`config.mk`:
```
export PLATFORM = sky130hd
export DESIGN_NAME = least_loaded_job_assigner
export DESIGN_NICKNAME = d
export VERILOG_FILES = /design/src/rtl/core/llja_pkg.sv /design/src/rtl/core/llja_front.sv /design/src/rtl/core/llja_queue.sv /design/src/rtl/core/llja_back.sv /design/src/rtl/core/least_loaded_job_assigner.sv
export SDC_FILE = /design/constraint.sdc
export NUM_CORES = 2
export LEC_CHECK = 0
export BUFFER_PORTS_ARGS = -buffer_cell sky130_fd_sc_hd__buf_2
export CELL_PAD_IN_SITES_DETAIL_PLACEMENT = 0
export CELL_PAD_IN_SITES_GLOBAL_PLACEMENT = 1
export CORE_MARGIN = 5
export CORE_UTILIZATION = 56
export CTS_CLUSTER_DIAMETER = 80
export DETAILED_ROUTE_END_ITERATION = 6
export PLACE_DENSITY_LB_ADDON = 0.1
export SLEW_MARGIN = 20
export SYNTH_ARGS = -nofsm -noshare
export SYNTH_HDL_FRONTEND = slang
export SYNTH_HIERARCHICAL = 1
export SYNTH_SLANG_ARGS = --single-unit
```
`constraint.sdc`:
```
create_clock -name i_clk -period 9.3 [get_ports i_clk]
set_clock_uncertainty 0.2 [all_clocks]
set_input_delay 0.93 -clock i_clk [delete_from_list [all_inputs] [get_ports i_clk]]
set_output_delay 0.93 -clock i_clk [all_outputs]
set_load 0.02 [all_outputs]
```
`src/rtl/core/llja_pkg.sv`:
```
// ----------------------------------------------------------------------------
// llja_pkg
// Shared types and constants of the least-loaded job assigner: field widths,
// job classes and the queue entry passed from the front end to the back end.
// ----------------------------------------------------------------------------
package llja_pkg;

    localparam int unsigned COST_W   = 32;
    localparam int unsigned BSIZE_W  = 16;
    localparam int unsigned CFG_W    = 6;
    localparam int unsigned WORKER_W = 5;
    localparam int unsigned OLOAD_W  = 48;
    localparam int unsigned Q_DEPTH  = 2;
    localparam int unsigned Q_PTR_W  = $clog2(Q_DEPTH);

    localparam logic [CFG_W-1:0] WORKER_COUNT_RST = CFG_W'(8);

    // how the back end handles one job
    typedef enum logic [1:0] {
        K_SKIP = 2'd0,  // not assigned, result is all zero
        K_FILL = 2'd1,  // round-robin fill, worker known up front
        K_SCAN = 2'd2   // least-loaded search over the active workers
    } t_kind;

    typedef struct packed {
        logic [COST_W-1:0] cost;
        logic              clear;
        t_kind             kind;
        logic [CFG_W-1:0]  first_idx;
        logic [CFG_W-1:0]  last_idx;
    } t_job;

endpackage

```
`src/rtl/core/llja_front.sv`:
```
// ----------------------------------------------------------------------------
// llja_front
// Input side: holds the worker count register and the round-robin fill count,
// and turns each accepted input beat into a classified job for the queue.
// ----------------------------------------------------------------------------
module llja_front #(
    parameter int unsigned MAX_WORKERS = 32
) (
    input  logic                          i_clk,
    input  logic                          i_rst_n,
    input  logic                          i_cfg_valid,
    output logic                          o_cfg_ready,
    input  logic [llja_pkg::CFG_W-1:0]    i_cfg_worker_count,
    input  logic                          i_in_valid,
    output logic                          o_in_ready,
    input  logic [llja_pkg::COST_W-1:0]   i_job_cost,
    input  logic                          i_batch_start,
    input  logic [llja_pkg::BSIZE_W-1:0]  i_batch_size,
    input  logic                          i_q_full,
    output logic                          o_q_push,
    output llja_pkg::t_job                o_q_data
);
    import llja_pkg::*;

    logic [CFG_W-1:0] r_worker_count;
    logic [CFG_W-1:0] r_fill;
    logic [CFG_W-1:0] n_fill;
    logic [CFG_W-1:0] eff_n;
    logic [CFG_W-1:0] fill_base;
    logic             skip;
    logic             accept;

    assign o_cfg_ready = 1'b1;
    assign o_in_ready  = !i_q_full;
    assign accept      = i_in_valid && o_in_ready;
    assign o_q_push    = accept;

    // worker count saturated to the number of load slots
    always_comb begin
        if ({1'b0, r_worker_count} > (CFG_W + 1)'(MAX_WORKERS)) begin
            eff_n = CFG_W'(MAX_WORKERS);
        end else begin
            eff_n = r_worker_count;
        end
    end

    assign fill_base = i_batch_start ? '0 : r_fill;
    assign skip      = (eff_n == '0) || (i_batch_size < BSIZE_W'(eff_n));

    always_comb begin
        o_q_data.cost      = i_job_cost;
        o_q_data.clear     = i_batch_start;
        o_q_data.kind      = K_SKIP;
        o_q_data.first_idx = '0;
        o_q_data.last_idx  = '0;
        n_fill             = fill_base;
        if (!skip) begin
            if (fill_base < eff_n) begin
                o_q_data.kind      = K_FILL;
                o_q_data.first_idx = fill_base;
                o_q_data.last_idx  = fill_base;
                n_fill             = fill_base + CFG_W'(1);
            end else begin
                o_q_data.kind      = K_SCAN;
                o_q_data.last_idx  = eff_n - CFG_W'(1);
            end
        end
    end

    always_ff @(posedge i_clk) begin
        if (!i_rst_n) begin
            r_worker_count <= WORKER_COUNT_RST;
            r_fill         <= '0;
        end else begin
            if (i_cfg_valid && o_cfg_ready) begin
                r_worker_count <= i_cfg_worker_count;
            end
            if (accept) begin
                r_fill <= n_fill;
            end
        end
    end

endmodule

```
`src/rtl/core/llja_queue.sv`:
```
// ----------------------------------------------------------------------------
// llja_queue
// Short first-in first-out queue of classified jobs between front and back.
// ----------------------------------------------------------------------------
module llja_queue (
    input  logic           i_clk,
    input  logic           i_rst_n,
    input  logic           i_push,
    input  llja_pkg::t_job i_data,
    output logic           o_full,
    input  logic           i_pop,
    output logic           o_empty,
    output llja_pkg::t_job o_data
);
    import llja_pkg::*;

    t_job               r_mem [Q_DEPTH];
    logic [Q_PTR_W-1:0] r_wr_ptr;
    logic [Q_PTR_W-1:0] r_rd_ptr;
    logic [Q_PTR_W:0]   r_count;

    assign o_full  = (r_count == (Q_PTR_W + 1)'(Q_DEPTH));
    assign o_empty = (r_count == '0);
    assign o_data  = r_mem[r_rd_ptr];

    always_ff @(posedge i_clk) begin
        if (i_push) begin
            r_mem[r_wr_ptr] <= i_data;
        end
    end

    always_ff @(posedge i_clk) begin
        if (!i_rst_n) begin
            r_wr_ptr <= '0;
            r_rd_ptr <= '0;
            r_count  <= '0;
        end else begin
            if (i_push) begin
                r_wr_ptr <= r_wr_ptr + Q_PTR_W'(1);
            end
            if (i_pop) begin
                r_rd_ptr <= r_rd_ptr + Q_PTR_W'(1);
            end
            if (i_push && !i_pop) begin
                r_count <= r_count + (Q_PTR_W + 1)'(1);
            end else if (i_pop && !i_push) begin
                r_count <= r_count - (Q_PTR_W + 1)'(1);
            end
        end
    end

endmodule

```
`src/rtl/core/llja_back.sv`:
```
// ----------------------------------------------------------------------------
// llja_back
// Execution side: keeps the worker loads in a memory with one read and one write
// port and per-entry valid bits, scans them serially for the least load, adds the
// job cost with saturation and drives the result register.
// ----------------------------------------------------------------------------
module llja_back #(
    parameter int unsigned MAX_WORKERS = 32,
    parameter int unsigned LOAD_WIDTH  = 48
) (
    input  logic                           i_clk,
    input  logic                           i_rst_n,
    input  logic                           i_q_empty,
    input  llja_pkg::t_job                 i_q_data,
    output logic                           o_q_pop,
    output logic                           o_out_valid,
    input  logic                           i_out_ready,
    output logic [llja_pkg::WORKER_W-1:0]  o_worker,
    output logic                           o_assigned,
    output logic [llja_pkg::OLOAD_W-1:0]   o_worker_load
);
    import llja_pkg::*;

    localparam int unsigned IDX_W = (MAX_WORKERS > 1) ? $clog2(MAX_WORKERS) : 1;

    typedef enum logic [1:0] {
        S_IDLE  = 2'd0,
        S_SCAN  = 2'd1,
        S_DRAIN = 2'd2,
        S_UPD   = 2'd3
    } t_state;

    t_state                r_state;
    logic [LOAD_WIDTH-1:0] r_mem [MAX_WORKERS];
    logic [MAX_WORKERS-1:0] r_vld;
    logic [LOAD_WIDTH-1:0] r_rd_data;
    logic                  r_rd_vld;
    logic                  r_rd_live;
    logic                  r_rd_first;
    logic [IDX_W-1:0]      r_rd_idx;
    logic [IDX_W-1:0]      r_idx;
    logic [IDX_W-1:0]      r_last;
    logic                  r_first;
    logic [LOAD_WIDTH-1:0] r_min;
    logic [IDX_W-1:0]      r_best;
    logic [COST_W-1:0]     r_cost;
    logic                  r_out_valid;
    logic [WORKER_W-1:0]   r_worker;
    logic                  r_assigned;
    logic [OLOAD_W-1:0]    r_worker_load;

    logic [LOAD_WIDTH-1:0] rd_load;
    logic                  take;
    logic [LOAD_WIDTH:0]   sum;
    logic [LOAD_WIDTH-1:0] sum_sat;
    logic                  out_free;
    logic                  mem_we;
    logic                  n_out_valid;

    // an entry not written since the last batch start reads as zero
    assign rd_load  = r_rd_vld ? r_rd_data : '0;
    assign take     = r_rd_live && (r_rd_first || (rd_load < r_min));
    assign sum      = {1'b0, r_min} + {1'b0, LOAD_WIDTH'(r_cost)};
    assign sum_sat  = sum[LOAD_WIDTH] ? '1 : sum[LOAD_WIDTH-1:0];
    assign out_free = !r_out_valid || i_out_ready;
    assign mem_we   = (r_state == S_UPD) && out_free;

    assign o_q_pop = (r_state == S_IDLE) && !i_q_empty &&
                     ((i_q_data.kind != K_SKIP) || out_free);

    assign n_out_valid = (r_out_valid && !i_out_ready) ||
                         (o_q_pop && (i_q_data.kind == K_SKIP)) || mem_we;

    assign o_out_valid   = r_out_valid;
    assign o_worker      = r_worker;
    assign o_assigned    = r_assigned;
    assign o_worker_load = r_worker_load;

    always_ff @(posedge i_clk) begin
        if (mem_we) begin
            r_mem[r_best] <= sum_sat;
        end
        r_rd_data <= r_mem[r_idx];
    end

    always_ff @(posedge i_clk) begin
        if (!i_rst_n) begin
            r_state     <= S_IDLE;
            r_vld       <= '0;
            r_rd_vld    <= 1'b0;
            r_rd_live   <= 1'b0;
            r_rd_first  <= 1'b0;
            r_first     <= 1'b0;
            r_out_valid <= 1'b0;
        end else begin
            r_rd_vld    <= r_vld[r_idx];
            r_rd_live   <= (r_state == S_SCAN);
            r_out_valid <= n_out_valid;
            if (take) begin
                r_min  <= rd_load;
                r_best <= r_rd_idx;
            end
            unique case (r_state)
                S_IDLE: begin
                    if (o_q_pop) begin
                        r_cost <= i_q_data.cost;
                        if (i_q_data.clear) begin
                            r_vld <= '0;
                        end
                        if (i_q_data.kind == K_SKIP) begin
                            r_worker      <= '0;
                            r_assigned    <= 1'b0;
                            r_worker_load <= '0;
                        end else begin
                            r_idx   <= i_q_data.first_idx[IDX_W-1:0];
                            r_last  <= i_q_data.last_idx[IDX_W-1:0];
                            r_first <= 1'b1;
                            r_state <= S_SCAN;
                        end
                    end
                end
                S_SCAN: begin
                    // one load read per cycle, compared in the following cycle
                    r_rd_first <= r_first;
                    r_rd_idx   <= r_idx;
                    r_first    <= 1'b0;
                    if (r_idx == r_last) begin
                        r_state <= S_DRAIN;
                    end else begin
                        r_idx <= r_idx + IDX_W'(1);
                    end
                end
                S_DRAIN: begin
                    r_state <= S_UPD;
                end
                S_UPD: begin
                    if (out_free) begin
                        r_vld[r_best] <= 1'b1;
                        r_worker      <= WORKER_W'(r_best);
                        r_assigned    <= 1'b1;
                        r_worker_load <= OLOAD_W'(sum_sat);
                        r_state       <= S_IDLE;
                    end
                end
                default: begin
                    r_state <= S_IDLE;
                end
            endcase
        end
    end

endmodule

```
`src/rtl/core/least_loaded_job_assigner.sv`:
```
// ----------------------------------------------------------------------------
// least_loaded_job_assigner
// Greedy least-loaded assignment of jobs to workers with saturating loads.
// ----------------------------------------------------------------------------
// input channel: one beat per job (cost, batch start, batch size); a batch
// start clears every load and the fill count before the job is handled.
// output channel: one beat per job (worker, assigned flag, new worker load).
// config channel: one beat writes the worker count; write it only while idle.
// the first jobs of a batch go to workers 0, 1, 2 ... in turn; later jobs go
// to the least-loaded active worker, lowest index on a tie.
// a skipped job goes from the queue straight to the result register; a fill
// job reads one load, a least-loaded job scans the N active workers, and both
// then pass the drain and update states; the scan reads one load per cycle from
// the load memory, and the next job is popped only after the update state.
// a two-beat queue sits between input and execution, so input beats are
// taken while a result waits; when the receiver stalls, the result register
// holds and the queue fills, then input ready drops.
// reset: worker count 8, all loads zero, no result pending.
// ----------------------------------------------------------------------------
module least_loaded_job_assigner #(
    parameter int unsigned MAX_WORKERS = 32,
    parameter int unsigned LOAD_WIDTH  = 48
) (
    input  logic                           i_clk,
    input  logic                           i_rst_n,
    input  logic                           i_cfg_valid,
    output logic                           o_cfg_ready,
    input  logic [llja_pkg::CFG_W-1:0]     i_cfg_worker_count,
    input  logic                           i_in_valid,
    output logic                           o_in_ready,
    input  logic [llja_pkg::COST_W-1:0]    i_job_cost,
    input  logic                           i_batch_start,
    input  logic [llja_pkg::BSIZE_W-1:0]   i_batch_size,
    output logic                           o_out_valid,
    input  logic                           i_out_ready,
    output logic [llja_pkg::WORKER_W-1:0]  o_worker,
    output logic                           o_assigned,
    output logic [llja_pkg::OLOAD_W-1:0]   o_worker_load
);
    import llja_pkg::*;

    t_job q_in;
    t_job q_out;
    logic q_push;
    logic q_pop;
    logic q_full;
    logic q_empty;

    llja_front #(
        .MAX_WORKERS (MAX_WORKERS)
    ) u_front (
        .i_clk              (i_clk),
        .i_rst_n            (i_rst_n),
        .i_cfg_valid        (i_cfg_valid),
        .o_cfg_ready        (o_cfg_ready),
        .i_cfg_worker_count (i_cfg_worker_count),
        .i_in_valid         (i_in_valid),
        .o_in_ready         (o_in_ready),
        .i_job_cost         (i_job_cost),
        .i_batch_start      (i_batch_start),
        .i_batch_size       (i_batch_size),
        .i_q_full           (q_full),
        .o_q_push           (q_push),
        .o_q_data           (q_in)
    );

    llja_queue u_queue (
        .i_clk   (i_clk),
        .i_rst_n (i_rst_n),
        .i_push  (q_push),
        .i_data  (q_in),
        .o_full  (q_full),
        .i_pop   (q_pop),
        .o_empty (q_empty),
        .o_data  (q_out)
    );

    llja_back #(
        .MAX_WORKERS (MAX_WORKERS),
        .LOAD_WIDTH  (LOAD_WIDTH)
    ) u_back (
        .i_clk         (i_clk),
        .i_rst_n       (i_rst_n),
        .i_q_empty     (q_empty),
        .i_q_data      (q_out),
        .o_q_pop       (q_pop),
        .o_out_valid   (o_out_valid),
        .i_out_ready   (i_out_ready),
        .o_worker      (o_worker),
        .o_assigned    (o_assigned),
        .o_worker_load (o_worker_load)
    );

endmodule

```
==> reports/qor.yml <==
finalNetCount: 3940
layout-area-overhead-vs-synth_pct: 12.0
timing.max_cap.violations: 0
syn_area_mm2: 0.0747
detail_route.wirelength_mm: 192
timing.final.setup_violations: 0
p_int_uw: 17100
switching_share_of_power_pct: 27.1
post-route-cell-area_mm2: 0.0837
cellLeakagePower_uw: 0.0273
synth-warning-count: 6
placement.cell_area_mm2: 0.0775
fp-row-count: 134
place.port_buffers: 115
layout.cells.most_common_list: "edfxtp_1, mux4_2, clkbuf_16"
post_synthesis_area_per_instance_um2: 20.7
detail_route.wl_per_cell_um: 33.7
power.net_switching_uw: 6370
detailedRoute.firstPassIterationCount: 5
grt_start_max_net_pins: 157
worst-slew-pin-transition_ns: 1.19
fp.dieW_um: 375
period_needed_ns: 5.19
final.setup.tns_ns: 0
total_power_uw: 23500
core_mm2: 0.133
clkSlewWorstSetupHoldPaths_ns: 0.07
grt_pass1_vias: 37200
instances_no_fill: 5711
startpoint_type: "flop"
overall_die_area_mm2: 0.141
cp_buf_inv_count: 1
ctsLongestPathBuffers: 3
grt_antenna_before_repair: 7
syn-num-nets: 3765
hold_removal_path_class: "input pin to flop"
slowest_stage: "nand2b_1"
cts-buffers-inserted: 184
timing.critical_path.max_delay_family: "compound AO/OA/AOI/OAI gates"
initial_core_util_pct: 56.1
grt_overflow_total: 0
combPwrFrac_pct: 22.3
die_height_um: 375
drtIter0Drc: 4955
grt_first_pass_wirelength_mm: 272
report.final.slew_viol_count: 0
cp.arrival_ns: 5.54
place.gp.congestion: 0.889
post_route_cells_drive_above_1_share_pct: 28.7
hold_viol: 0
critPathKind: "flop to flop"
cp_data_required_time_ns: 9.66
post-cts-setup-buffers: 0
ant_nets: 0
viasPerCell: 6.58
power_per_cell_area_mw_per_mm2: 281
hold_ws_ns: 0.120
slowest_delay_ns: 0.76
critical_path.cell_chain: "ha_1 -> fa_1 -> a211oi_2 -> o211ai_2 -> a31oi_2 -> o31ai_4 -> a21oi_2 -> o21a_4 -> buf_4 -> nand2b_1 -> and2_1"
drc_errors: 0
endpoint_kind: "flop"
cts.hold.buffers_added: 0
syn-instance-count: 3605
clk_latency_ns: 0.81
top_level_ports: 117
fmaxAchievable_ghz: 0.193
layout.cells.most_common: "edfxtp_1"
cts_sinks: 1884
gr-usage-all-layers_pct: 27.3
grt_setup_unrepaired: "no"
dp_hpwl_mm: 102
period_share_pct: 55.8
clk_tree_root_cell: "clkbuf_16"
cp_max_fo: 40
overall_via_count_from_detail_route: 37600
clock_tree_from_tritoncts: "built"
worst_rel_slew_slack_pct: 20.8
post_cts.resized_instances: 0
power_frac_seq_pct: 45.9
dpl.cell_count: 5361
htree_depth: 4
power_share_of_the_clock_group_pct: 31.9
ir_worst_vdd_v: 0.000385
status: "complete, no violations"
==> path summary, 6_finish.rpt <==
kind                                startpoint                                    end  slack, ns  cells past startpoint
setup / recovery     u_back/r_min[0]$_DFFE_PP_  u_back/o_worker_load[1]$_SDFFCE_PN0P_       4.11                     11
hold / removal                  i_job_cost[15]         u_queue/r_mem[1][30]$_DFFE_PP_       0.12                      1
setup reg to reg     u_back/r_min[0]$_DFFE_PP_  u_back/o_worker_load[1]$_SDFFCE_PN0P_       4.11                     11
hold reg to reg   u_back/r_rd_idx[0]$_DFFE_PP_             u_back/r_best[0]$_DFFE_PP_       0.22                      0
==> sequential cells by signal, indices dropped and copies added (netlist names), 5 cells and up, named ones only <==
register and cells:
u_back/o_worker 5, u_back/o_worker_load 48, u_back/r_best 5, u_back/r_cost 32, u_back/r_idx 5, u_back/r_last 5, u_back/r_mem 1536, u_back/r_min 48
u_back/r_rd_data 48, u_back/r_rd_idx 5, u_back/r_vld 32, u_front/r_fill 6, u_front/r_worker_count 6, u_queue/r_mem 90
==> routing by layer <==
layer	vias up	GRT usage [%]	routed length (µm)
li1	15200	-	-
met4	6	6.40	3730
met3	269	5.66	19400
met1	20000	40.5	77500
met5	-	0	40
met2	2065	42.8	91800
==> power groups by stage <==
stage	Sequential (µW)	Combinational, µW	Clock (µW)
after floorplan	10800	3750	0
after global placement	10900	5050	0
after detailed placement	11000	5210	0
after CTS	10800	5240	7600
after global routing	10800	5600	7970
final	10800	5240	7490
==> metrics by stage <==
step	utilization (%)	setup slack, ns
after floorplan	-	2.30
after CTS	62.8	4.11
after global placement	58.2	4.32
final	62.9	4.11
after global routing	62.9	3.93
after detailed placement	58.2	4.14
==> final cells by class <==
class / instances / area (µm²)
multi-input combinational: 1456 / 18400
tap: 1768 / 2210
timing repair buffer: 187 / 1220
fill: 9022 / 49400
clock buffer: 251 / 5090
clock inverter: 97 / 1020
sequential: 1884 / 55500
inverter: 67 / 251
antenna: 1 / 2.50
==> worst register-to-register path, stage by stage, from the launching register on <==
cell and delay, ns:
edfxtp_1 0.40, ha_1 0.25, fa_1 0.45, a211oi_2 0.26, o211ai_2 0.15, a31oi_2 0.27
o31ai_4 0.15, a21oi_2 0.68, o21a_4 0.29, buf_4 0.59, nand2b_1 0.81, and2_1 0.43
No activity file was read; power rests on OpenSTA's default activity.
